===== src/rtl/core/drc_pkg.sv =====
// ----------------------------------------------------------------------------
// drc_pkg
// Shared types and constants of the dynamic resolution controller.
// ----------------------------------------------------------------------------
package drc_pkg;

  localparam int unsigned PERIOD_W   = 20;
  localparam int unsigned TIME_W     = 16;
  localparam int unsigned CHANGE_W   = 15;
  localparam int unsigned SCALE_W    = 16;
  localparam int unsigned COOLDOWN_W = PERIOD_W + 1;
  localparam int unsigned PROD_W     = CHANGE_W + TIME_W;
  localparam int unsigned DIV_STEPS  = PROD_W;
  localparam int unsigned COUNT_W    = $clog2(DIV_STEPS);
  localparam int unsigned CFG_IDX_W  = 3;

  localparam logic [CFG_IDX_W-1:0] REG_UPDATE_PERIOD = 3'd0;
  localparam logic [CFG_IDX_W-1:0] REG_DEAD_ZONE     = 3'd1;
  localparam logic [CFG_IDX_W-1:0] REG_MAX_CHANGE    = 3'd2;
  localparam logic [CFG_IDX_W-1:0] REG_TARGET_TIME   = 3'd3;

  localparam logic [PERIOD_W-1:0] RST_PERIOD = 20'd300000;
  localparam logic [TIME_W-1:0]   RST_DEAD   = 16'd77;
  localparam logic [CHANGE_W-1:0] RST_MAXCHG = 15'd8192;
  localparam logic [TIME_W-1:0]   RST_TARGET = 16'd776;

  typedef enum logic [2:0] {
    ST_IDLE,
    ST_CHECK,
    ST_MUL,
    ST_DIV,
    ST_APPLY,
    ST_FINISH
  } state_t;

endpackage


===== src/rtl/core/dynamic_resolution_controller_core.sv =====
// ----------------------------------------------------------------------------
// dynamic_resolution_controller_core
// A skipped tick (disabled, cooldown running, error in the dead band) goes from check
// straight to the output stage; with zero target time it passes through apply, and
// otherwise through multiply, the 31-step restoring divider and apply. One tick is in
// flight at a time; a new one is taken while a finished result still waits on the output.
// Reset: synchronous; registers, cooldown and scale take their reset values.
// ----------------------------------------------------------------------------
module dynamic_resolution_controller_core
  import drc_pkg::*;
#(
  parameter int unsigned SCALE_FRAC_BITS = 14
) (
  input  logic                 clk,
  input  logic                 rst,
  // configuration write channel
  input  logic                 cfg_valid,
  output logic                 cfg_ready,
  input  logic [CFG_IDX_W-1:0] cfg_index,
  input  logic [PERIOD_W-1:0]  cfg_data,
  // input ticks
  input  logic                 s_tvalid,
  output logic                 s_tready,
  input  logic [39:0]          s_tdata,  // [19:0] elapsed_us, [35:20] measured_time
  input  logic [0:0]           s_tuser,  // [0] enable
  // results
  output logic                 m_tvalid,
  input  logic                 m_tready,
  output logic [15:0]          m_tdata,  // [15:0] scale
  output logic [0:0]           m_tuser   // [0] updated
);

  localparam int unsigned UNITY_RAW = 32'd1 << SCALE_FRAC_BITS;
  localparam int unsigned UNITY     = (UNITY_RAW > 32'd65535) ? 32'd65535 : UNITY_RAW;

  state_t state, state_next;

  logic [PERIOD_W-1:0]   update_period;
  logic [TIME_W-1:0]     dead_zone;
  logic [CHANGE_W-1:0]   max_change;
  logic [TIME_W-1:0]     target_time;
  logic [COOLDOWN_W-1:0] cooldown;
  logic [SCALE_W-1:0]    scale;

  logic                  in_enable;
  logic [PERIOD_W-1:0]   in_elapsed;
  logic [TIME_W-1:0]     in_measured;
  logic                  err_neg;
  logic [TIME_W-1:0]     mag;
  logic [PROD_W-1:0]     work;
  logic [TIME_W-1:0]     rem;
  logic [COUNT_W-1:0]    count;
  logic                  updated;

  logic [COOLDOWN_W:0]   cool_diff;
  logic                  cool_pos;
  logic [TIME_W:0]       err;
  logic [TIME_W:0]       err_abs;
  logic                  in_band;
  logic [TIME_W:0]       rem_shift;
  logic                  rem_ge;
  logic [TIME_W:0]       rem_sub;
  logic [CHANGE_W-1:0]   step;
  logic [SCALE_W+1:0]    sum;
  logic [SCALE_W-1:0]    scale_next;
  logic                  out_free;

  // configuration
  assign cfg_ready = 1'b1;

  always_ff @(posedge clk) begin
    if (rst) begin
      update_period <= RST_PERIOD;
      dead_zone     <= RST_DEAD;
      max_change    <= RST_MAXCHG;
      target_time   <= RST_TARGET;
    end else if (cfg_valid && cfg_ready) begin
      unique case (cfg_index)
        REG_UPDATE_PERIOD: update_period <= cfg_data;
        REG_DEAD_ZONE:     dead_zone     <= cfg_data[TIME_W-1:0];
        REG_MAX_CHANGE:    max_change    <= cfg_data[CHANGE_W-1:0];
        REG_TARGET_TIME:   target_time   <= cfg_data[TIME_W-1:0];
        default: ;
      endcase
    end
  end

  // tick evaluation
  assign cool_diff = {cooldown[COOLDOWN_W-1], cooldown} - {2'b00, in_elapsed};
  assign cool_pos  = !cool_diff[COOLDOWN_W] && (cool_diff != '0);
  assign err       = {1'b0, target_time} - {1'b0, in_measured};
  assign err_abs   = err[TIME_W] ? (~err + 1'b1) : err;
  assign in_band   = err_abs[TIME_W-1:0] < dead_zone;

  // divider step
  assign rem_shift = {rem, work[PROD_W-1]};
  assign rem_ge    = rem_shift >= {1'b0, target_time};
  assign rem_sub   = rem_shift - {1'b0, target_time};

  // scale update
  assign step = (work > {{(PROD_W-CHANGE_W){1'b0}}, max_change}) ? max_change
              : work[CHANGE_W-1:0];
  assign sum  = err_neg ? ({2'b00, scale} - {3'b000, step})
                        : ({2'b00, scale} + {3'b000, step});

  always_comb begin
    if (sum[SCALE_W+1]) begin
      scale_next = '0;
    end else if (sum[SCALE_W]) begin
      scale_next = '1;
    end else begin
      scale_next = sum[SCALE_W-1:0];
    end
  end

  assign out_free = !m_tvalid || m_tready;

  always_ff @(posedge clk) begin
    if (rst) begin
      state <= ST_IDLE;
    end else begin
      state <= state_next;
    end
  end

  always_comb begin
    state_next = state;
    s_tready   = 1'b0;
    unique case (state)
      ST_IDLE: begin
        s_tready = 1'b1;
        if (s_tvalid) begin
          state_next = ST_CHECK;
        end
      end
      ST_CHECK: begin
        if (!in_enable || cool_pos || in_band) begin
          state_next = ST_FINISH;
        end else if (target_time == '0) begin
          state_next = ST_APPLY;
        end else begin
          state_next = ST_MUL;
        end
      end
      ST_MUL: state_next = ST_DIV;
      ST_DIV: begin
        if (count == COUNT_W'(DIV_STEPS - 1)) begin
          state_next = ST_APPLY;
        end
      end
      ST_APPLY: state_next = ST_FINISH;
      ST_FINISH: begin
        if (out_free) begin
          state_next = ST_IDLE;
        end
      end
      default: state_next = ST_IDLE;
    endcase
  end

  always_ff @(posedge clk) begin
    if (rst) begin
      cooldown <= {1'b0, RST_PERIOD};
      scale    <= SCALE_W'(UNITY);
    end else begin
      if (state == ST_CHECK && in_enable) begin
        cooldown <= cool_pos ? cool_diff[COOLDOWN_W-1:0] : {1'b0, update_period};
      end
      if (state == ST_APPLY) begin
        scale <= scale_next;
      end
    end
  end

  always_ff @(posedge clk) begin
    unique case (state)
      ST_IDLE: begin
        in_enable   <= s_tuser[0];
        in_elapsed  <= s_tdata[19:0];
        in_measured <= s_tdata[35:20];
      end
      ST_CHECK: begin
        updated <= 1'b0;
        err_neg <= err[TIME_W];
        mag     <= err_abs[TIME_W-1:0];
        work    <= {{(PROD_W-CHANGE_W){1'b0}}, max_change};
      end
      ST_MUL: begin
        work  <= PROD_W'(max_change * mag);
        rem   <= '0;
        count <= '0;
      end
      ST_DIV: begin
        rem   <= rem_ge ? rem_sub[TIME_W-1:0] : rem_shift[TIME_W-1:0];
        work  <= {work[PROD_W-2:0], rem_ge};
        count <= count + 1'b1;
      end
      ST_APPLY: updated <= scale_next != scale;
      default: ;
    endcase
  end

  // output register
  always_ff @(posedge clk) begin
    if (rst) begin
      m_tvalid <= 1'b0;
    end else if (state == ST_FINISH && out_free) begin
      m_tvalid <= 1'b1;
    end else if (m_tready) begin
      m_tvalid <= 1'b0;
    end
  end

  always_ff @(posedge clk) begin
    if (state == ST_FINISH && out_free) begin
      m_tdata    <= scale;
      m_tuser[0] <= updated;
    end
  end

  // checks
  a_cooldown_nonneg: assert property (@(posedge clk) disable iff (rst)
    !cooldown[COOLDOWN_W-1])
    else $error("cooldown went negative");

  a_div_count: assert property (@(posedge clk) disable iff (rst)
    (state == ST_DIV) |-> (count < COUNT_W'(DIV_STEPS)))
    else $error("divider ran past its last step");

  a_one_tick: assert property (@(posedge clk) disable iff (rst)
    (s_tvalid && s_tready) |=> !s_tready)
    else $error("second tick taken while one is in flight");

  a_apply_done: assert property (@(posedge clk) disable iff (rst)
    (state == ST_APPLY) |=> (state == ST_FINISH))
    else $error("scale update did not reach the output stage");

endmodule

===== config.mk =====
export PLATFORM = sky130hd
export DESIGN_NAME = dynamic_resolution_controller_core
export DESIGN_NICKNAME = d
export VERILOG_FILES = /design/src/rtl/core/drc_pkg.sv /design/src/rtl/core/dynamic_resolution_controller_core.sv
export SDC_FILE = /design/constraint.sdc
export NUM_CORES = 1
export LEC_CHECK = 0
export BUFFER_PORTS_ARGS = -buffer_cell sky130_fd_sc_hd__buf_4
export CORE_AREA = 2 2 216 197
export CTS_CLUSTER_SIZE = 10
export DETAILED_ROUTE_END_ITERATION = 7
export DIE_AREA = 0 0 218 199
export GPL_TIMING_DRIVEN = 1
export PLACE_DENSITY = 0.72
export SKIP_LAST_GASP = 1
export SLEW_MARGIN = 10
export SYNTH_ARGS = -nofsm -noshare
export SYNTH_HDL_FRONTEND = slang
export SYNTH_SLANG_ARGS = --single-unit

===== constraint.sdc =====
create_clock -name clk -period 11.5 [get_ports clk]
set_input_delay 1.725 -clock clk [delete_from_list [all_inputs] [get_ports clk]]
set_output_delay 1.725 -clock clk [all_outputs]
set_load 0.1 [all_outputs]

=== Word level (Yosys, flattened, before mapping) ===
Index checks and enable logic that the tools add are counted.

* Input bits: 69
* Output and inout port bits: 20
* Register bits after elaboration: 232

* Bitwise gates (word level): 1
* Mux-type cells: 20
* Magnitude comparators: 3
* Add/subtract/negate cells: 7
* Equal/unequal tests: 13
* Multiply operators: 1
* Reductions and logical operators: 22

{| class="wikitable"
|+ Operators with widths
! operator !! number
|-
| $pmux 31 s3 || 1
|-
| $mux 16 || 4
|-
| $pmux 16 s2 || 1
|-
| $gt 31x15->1 || 1
|-
| $mul 15x16->31 || 1
|-
| $reduce_bool 22->1 || 1
|-
| $sub 21x21->22 || 1
|-
| $mux 21 || 1
|-
| $mux 18 || 1
|-
| $pmux 3 s6 || 1
|-
| $add 16x15->17 || 1
|-
| $ge 17x16->1 || 1
|-
| $sub 16x15->17 || 1
|-
| $sub 16x16->17 || 1
|-
| $add 16x1->16 const B || 1
|-
| $logic_not 16->1 || 1
|-
| $lt 16x16->1 || 1
|-
| $ne 16x16->1 || 1
|-
| $not 16->16 || 1
|-
| $sub 16x16->16 || 1
|-
| $mux 15 || 1
|-
| $mux 3 || 5
|-
| $eq 3x2->1 const B || 4
|-
| $pmux 5 s2 || 1
|-
| other kinds (15) || 33
|}

=== Longest topological paths before layout ===
* Depth in word-level cells: 8
* Mapped depth: 31
* Mapped depth without buffers: 28

=== Worst setup path after synthesis ===
OpenSTA, ideal clock, no wires.

* Kind: reg2out
* From: reg state[0]
* To: out s_tready
* Stages on the path, launching flop included: 4
* Data arrival time: 5,344 ps
* Path slack: 4,431 ps
* Required time: 9,775 ps
* Buffers on the path: 2
* Cells stage by stage: dfxtp_1 > clkbuf_1 > buf_1 > nor3_1

* Longest elaborated chain between the ends: 2

{| class="wikitable"
|+ Ends and longest elaborated chain
! what !! line !! text
|-
| start, declared || dynamic_resolution_controller_core.sv:36 || <nowiki>state_t state, state_next;</nowiki>
|-
| start signal, assigned || dynamic_resolution_controller_core.sv:122 || <nowiki>state <= state_next;</nowiki>
|-
| $logic_not 3->1 || dynamic_resolution_controller_core.sv:129 || <nowiki>unique case (state)</nowiki>
|-
| $mux 1 || dynamic_resolution_controller_core.sv:129 ||
|-
| end, declared || dynamic_resolution_controller_core.sv:23 || <nowiki>output logic s_tready,</nowiki>
|}

No other way between the ends.

=== Final worst setup path ===
* From: reg max_change[6]
* To: reg work[29] (data pin)

* Longest elaborated chain between the ends: 2

{| class="wikitable"
|+ Ends and longest elaborated chain
! what !! line !! text
|-
| start, declared || dynamic_resolution_controller_core.sv:40 || <nowiki>logic [CHANGE_W-1:0] max_change;</nowiki>
|-
| start signal, assigned || dynamic_resolution_controller_core.sv:81 || <nowiki>REG_MAX_CHANGE: max_change <= cfg_data[CHANGE_W-1:0];</nowiki>
|-
| $mul 15x16->31 || dynamic_resolution_controller_core.sv:189 || <nowiki>work <= PROD_W'(max_change * mag);</nowiki>
|-
| $pmux 31 s3 || dynamic_resolution_controller_core.sv:176 || <nowiki>unique case (state)</nowiki>
|-
| end signal, assigned || dynamic_resolution_controller_core.sv:186 || <nowiki>work <= {{(PROD_W-CHANGE_W){1'b0}}, max_change};</nowiki>
|-
| end signal, assigned || dynamic_resolution_controller_core.sv:189 ||
|-
| end signal, assigned || dynamic_resolution_controller_core.sv:195 || <nowiki>work <= {work[PROD_W-2:0], rem_ge};</nowiki>
|-
| end, declared || dynamic_resolution_controller_core.sv:50 || <nowiki>logic [PROD_W-1:0] work;</nowiki>
|}

No other way between the ends.
A chain may end at the register's enable or synchronous reset.

==> metrics list <==
* Commonest cells after routing, fill and taps aside: sky130_fd_sc_hd__inv_1, sky130_fd_sc_hd__nand2_1, sky130_fd_sc_hd__ha_1, sky130_fd_sc_hd__fa_1, sky130_fd_sc_hd__a21oi_1
* Combinational Power Share: 55.9%
- Yosys printed 0 warnings.
- Once placement finished, the instance area stood at approximately 23000 um^2.
* Overall power consumption: 0.005124 W
* Via density: around 5.8
- Worst path depth: 21
- Setup repair after global routing left no endpoint under its margin.
* Reg2reg end: work[29]
- Count of cells along the worst hold path: 0
* Syn Nets: 3013
- Detailed router's first-iteration violation count: 1345
- Remaining max-slew budget at the tightest pin: 20.58%
- STA classifies the critical path startpoint as a register.
- Area of the die: about 43000 um^2
- Post-CTS timing repair inserted 0 buffers for setup.
- For this run, the register share of the synthesized area comes to 26.24%.
- After global routing the overflow that remains totals 0.
- Vias in the first global route: 18280
- Final critical delay including setup and external delays: 7360 ps
- The largest individual stage delay along the critical path comes from the cell sky130_fd_sc_hd__dfxtp_1.
* Total I/O pin count: about 90
* Post-Synthesis Cells: 2545
- 0 antenna diodes ended up in the layout.
- At the worst endpoint, the arrival time is 7670 ps.
- Clock tree root buffer cell: sky130_fd_sc_hd__clkbuf_16
- Per-cell routed wire length: 18.10 um
- The share of total power dissipated in sequential elements is 28.9%.
- The worst register-to-register path has a depth of 21.
- Pwr per Cell Area: ~210 nW/um^2
- Pin count of the biggest net entering global routing: 87
* Hold violation total from the final report: 0
- CTS built an H-tree with a depth of 1.
* Most frequent standard cell in the layout excluding fill and tap cells: sky130_fd_sc_hd__inv_1
* Starting density of the core: a little over half
- Nets: 3034
* CP Class: reg2reg
* Site Rows: 71
- The final number of max-transition violations came to 0.
* CTS hold repair buffers: 0
* Residual DRC count: 0
- Counting stages on the worst path, the most repeated cell is sky130_fd_sc_hd__fa_1.
* Cell area after synthesis: 22430 um^2
- From synthesis to final layout, the design area changed by 8.111%.
- Summed over all nets, the switching power comes to approximately 0.0024 W.
- Path class of the lowest-slack min-delay path: reg2reg
- Max Cap Viol: 0
- Worst slew pin tran: 1187 ps
- For this run, asynchronously set or reset flops after synthesis account for 0%.
* Antenna violations before repair: 0
* Setup TNS Final: 0 ps
* CP Max Fanout: 19
- Routability-driven placement finished with a final weighted congestion of 0.9386.
* Largest incremental delay on the critical path: approximately 1000 ps
- The number of buffers and inverters on the critical path is 3.
- Final non-filler cell area: about 24000 um^2
- Counting the buffers created by CTS gives 27.
- Beginning of the worst hold path: updated
- Util after Layout: 58.83%
- Placeable core area: 41220 um^2
- Total routing usage reported by global routing: 27.11%
- Area of combinational cells with multiple inputs: 14780 um^2
- Number of antenna-violating nets in the routed design: 0
- The most used flip-flop cell after synthesis is sky130_fd_sc_hd__edfxtp_1.
- In this run, synthesis inferred 124 flip-flops with an integrated enable.
- IR analysis of the VDD net gives a maximum drop of roughly 0.25 mV.
- After the flow finishes, the layout carries non-filler instances totaling 3132.
- Number of unique standard cell types used by synthesis: 86
- The longest clock path from root to sink contains 3 buffers.
- Detailed routing inserted a total of ~18000 vias.
* CP endpoint kind: register
* Internal power: roughly 0.0027 W
* Clock latency at the later pin of the worst-skew pair: approximately 580 ps
- The cell family contributing the most delay on the critical path is adder cells.
- Floorplan die width: 218 um
* Post-CTS sizing: 0
* Clock group share of total power: approximately 15%
- The first detailed-routing pass took 6 iterations.
- After filler insertion, the fill cell instance count of the layout stands at 3642.
- In this run the critical register-to-register path is launched from max_change[6].
* Net switching fraction of the power: a little under half
- Required time reported for the critical path endpoint: 11810 ps
- Including well taps, the total number of placed cells is 3084.
- Final HPWL DP: 42510 um
- For the final database, setup skew stands at roughly 19 ps.
* First-pass GRT wire length: 94310 um
- Clock tree from TritonCTS: built
* Part of the cycle the worst path needs: a little under two thirds
* Average size of a mapped cell: roughly 8.8 um^2
* Max Clock Freq: approximately 140 MHz
- Across the whole layout, storage elements account for 5887 um^2.
- The die is 199 um tall.
- Clock-pin slew of the registers on the worst-case setup and hold paths: 60 ps
* Number of register bits inferred by synthesis: 232
* Setup violators final: 0
* Sum of routed wire length over all layers: 56690 um
- Hold Path Sink: m_tuser
- During placement, the flow inserted port buffers numbering 83.
* Sink Count: 232
- The flow ran to the end, and the final reports show no timing, DRC or antenna violations.
- Cells along the critical path: nand2_1 > fa_1 > fa_1 > inv_1 > ha_1 > fa_1 > fa_1 > inv_1 > fa_1 > inv_1 > ha_1 > and3_1 > a221oi_1 > a31oi_1 > nand2_1 > o211ai_1 > a21o_1 > a21oi_1 > o211ai_1 > xor2_1 > a22o_1
- In the final layout, the share of cells above drive strength 1 is 7.234%.
- Setup slack on the worst reg-to-reg path comes out at 4140 ps.
- For this design the static power due to leakage is 10.77 nW.
[synth_stat cells, types with 7 or more instances]
library cell               instances  area, um^2
sky130_fd_sc_hd__dfxtp_1         108        2162
sky130_fd_sc_hd__edfxtp_1        124        3724
sky130_fd_sc_hd__inv_1           353        1325
sky130_fd_sc_hd__o21a_1           27       202.7
sky130_fd_sc_hd__mux2i_1          20       200.2
sky130_fd_sc_hd__nand2b_1         21       131.4
sky130_fd_sc_hd__nand3_1          37       185.2
sky130_fd_sc_hd__xnor2_1          63       551.8
sky130_fd_sc_hd__and3_1           12       75.07
sky130_fd_sc_hd__xor2_1           30       262.8
sky130_fd_sc_hd__or2_2            13       81.33
sky130_fd_sc_hd__nor4_1           17       106.4
sky130_fd_sc_hd__buf_1             8       30.03
sky130_fd_sc_hd__or4_1             7       52.55
sky130_fd_sc_hd__nor2b_1          20       125.1
sky130_fd_sc_hd__clkbuf_1         99       371.6
sky130_fd_sc_hd__fa_1            185        3704
sky130_fd_sc_hd__a22o_1            9       78.83
sky130_fd_sc_hd__a21oi_1         181       905.9
sky130_fd_sc_hd__o31a_1            7       61.31
sky130_fd_sc_hd__o21ai_0          78       390.4
sky130_fd_sc_hd__nand4_1          20       125.1
sky130_fd_sc_hd__nand2_1         315        1182
sky130_fd_sc_hd__nor2_1          134       503.0
sky130_fd_sc_hd__o31ai_1           8       60.06
sky130_fd_sc_hd__nor3_1           46       230.2
sky130_fd_sc_hd__a31oi_1          20       125.1
sky130_fd_sc_hd__and2_1          146       913.4
sky130_fd_sc_hd__a21o_1           38       285.3
sky130_fd_sc_hd__a211oi_1         24       180.2
sky130_fd_sc_hd__a221oi_1          7       61.31
sky130_fd_sc_hd__ha_1            214        2678
sky130_fd_sc_hd__o211ai_1         22       165.2
sky130_fd_sc_hd__mux2_2           14       157.7
sky130_fd_sc_hd__or3_1            12       75.07
sky130_fd_sc_hd__o21bai_1         10       75.07
[final cells by class]
class / instances / share of cell area (%)
clock buffers: 46 / 3.122
multi-input cells: 1847 / 60.96
well taps: 547 / 2.822
inverters: 353 / 5.464
flip-flops and latches: 232 / 24.28
clock inverters: 2 / 0.1032
repair buffers: 105 / 3.251
[kinds of logic (layout without fill, tap and decap cells)]
| logic type | Yosys count | count (layout) | synth area share, % |
|---|---|---|---|
| AO/OA/AOI/OAI | 497 | 497 | 14.27 |
| XOR/XNOR | 93 | 93 | 3.632 |
| adder cells (fa/ha/maj) | 399 | 399 | 28.45 |
| buffers and inverters | 466 | 506 | 7.910 |
| flip-flops | 232 | 232 | 26.24 |
| multiplexers | 34 | 34 | 1.595 |
| other | 1 | 1 | 0.01672 |
| AND/OR/NAND/NOR | 823 | 823 | 17.88 |
[routing by layer]
metal  vias up  global-route usage, %  share of wire, %
met5         -                      0                 0
met4         0                  8.894               3.2
met3       106                  2.309               5.8
met2       543                  45.07                46
met1      8805                  37.47                45
li1       8579                      -                 -
[per-stage QoR]
| stage | hold WS [ps] | setup WS (ps) |
|---|---|---|
| floorplan | 400.3 | 4431 |
| global placement | 443.3 | 4310 |
| detailed placement | 426.4 | 4308 |
| CTS | 432.7 | 4240 |
| global route | 433.7 | 3944 |
| finish | 432.2 | 4140 |
[flip-flops by register name (all words and copies together), names as in the netlist, 3 cells and up]
signal         cells
target_time       16
cooldown          21
count              5
max_change        15
work              31
scale             16
state              3
mag               16
rem               16
update_period     20
dead_zone         16
in_measured       16
in_elapsed        20
m_tdata           16
[worst reg2reg max path, stage by stage (launching register included)]
cell and delay (ps):
sky130_fd_sc_hd__dfxtp_1 1040, sky130_fd_sc_hd__nand2_1 230, sky130_fd_sc_hd__fa_1 520, sky130_fd_sc_hd__fa_1 530, sky130_fd_sc_hd__inv_1 50, sky130_fd_sc_hd__ha_1 310, sky130_fd_sc_hd__fa_1 540, sky130_fd_sc_hd__fa_1 550
sky130_fd_sc_hd__inv_1 60, sky130_fd_sc_hd__fa_1 540, sky130_fd_sc_hd__inv_1 50, sky130_fd_sc_hd__ha_1 350, sky130_fd_sc_hd__and3_1 190, sky130_fd_sc_hd__a221oi_1 520, sky130_fd_sc_hd__a31oi_1 280, sky130_fd_sc_hd__nand2_1 120
sky130_fd_sc_hd__o211ai_1 90, sky130_fd_sc_hd__a21o_1 230, sky130_fd_sc_hd__a21oi_1 320, sky130_fd_sc_hd__o211ai_1 170, sky130_fd_sc_hd__xor2_1 180, sky130_fd_sc_hd__a22o_1 240
[worst max path at each step]
stage                              from       end  slack [ps]
final                     max_change[6]  work[29]        4140
after CTS                        mag[6]  work[29]        4240
after global placement           mag[6]  work[29]        4310
after detailed placement         mag[6]  work[29]        4310
after floorplan                state[0]  s_tready        4430
after global routing             mag[6]  work[29]        3940
[power groups by stage]
stage / Combinational (W) / Sequential (W) / Clock [W]
after CTS: 0.00283 / 0.00148 / 0.000794
final: 0.00286 / 0.00148 / 0.000782
after detailed placement: 0.00280 / 0.00149 / 0
after global routing: 0.00318 / 0.00151 / 0.000827
after global placement: 0.00273 / 0.00148 / 0
after floorplan: 0.00217 / 0.00137 / 0
Power figures use the tool's default switching activity.
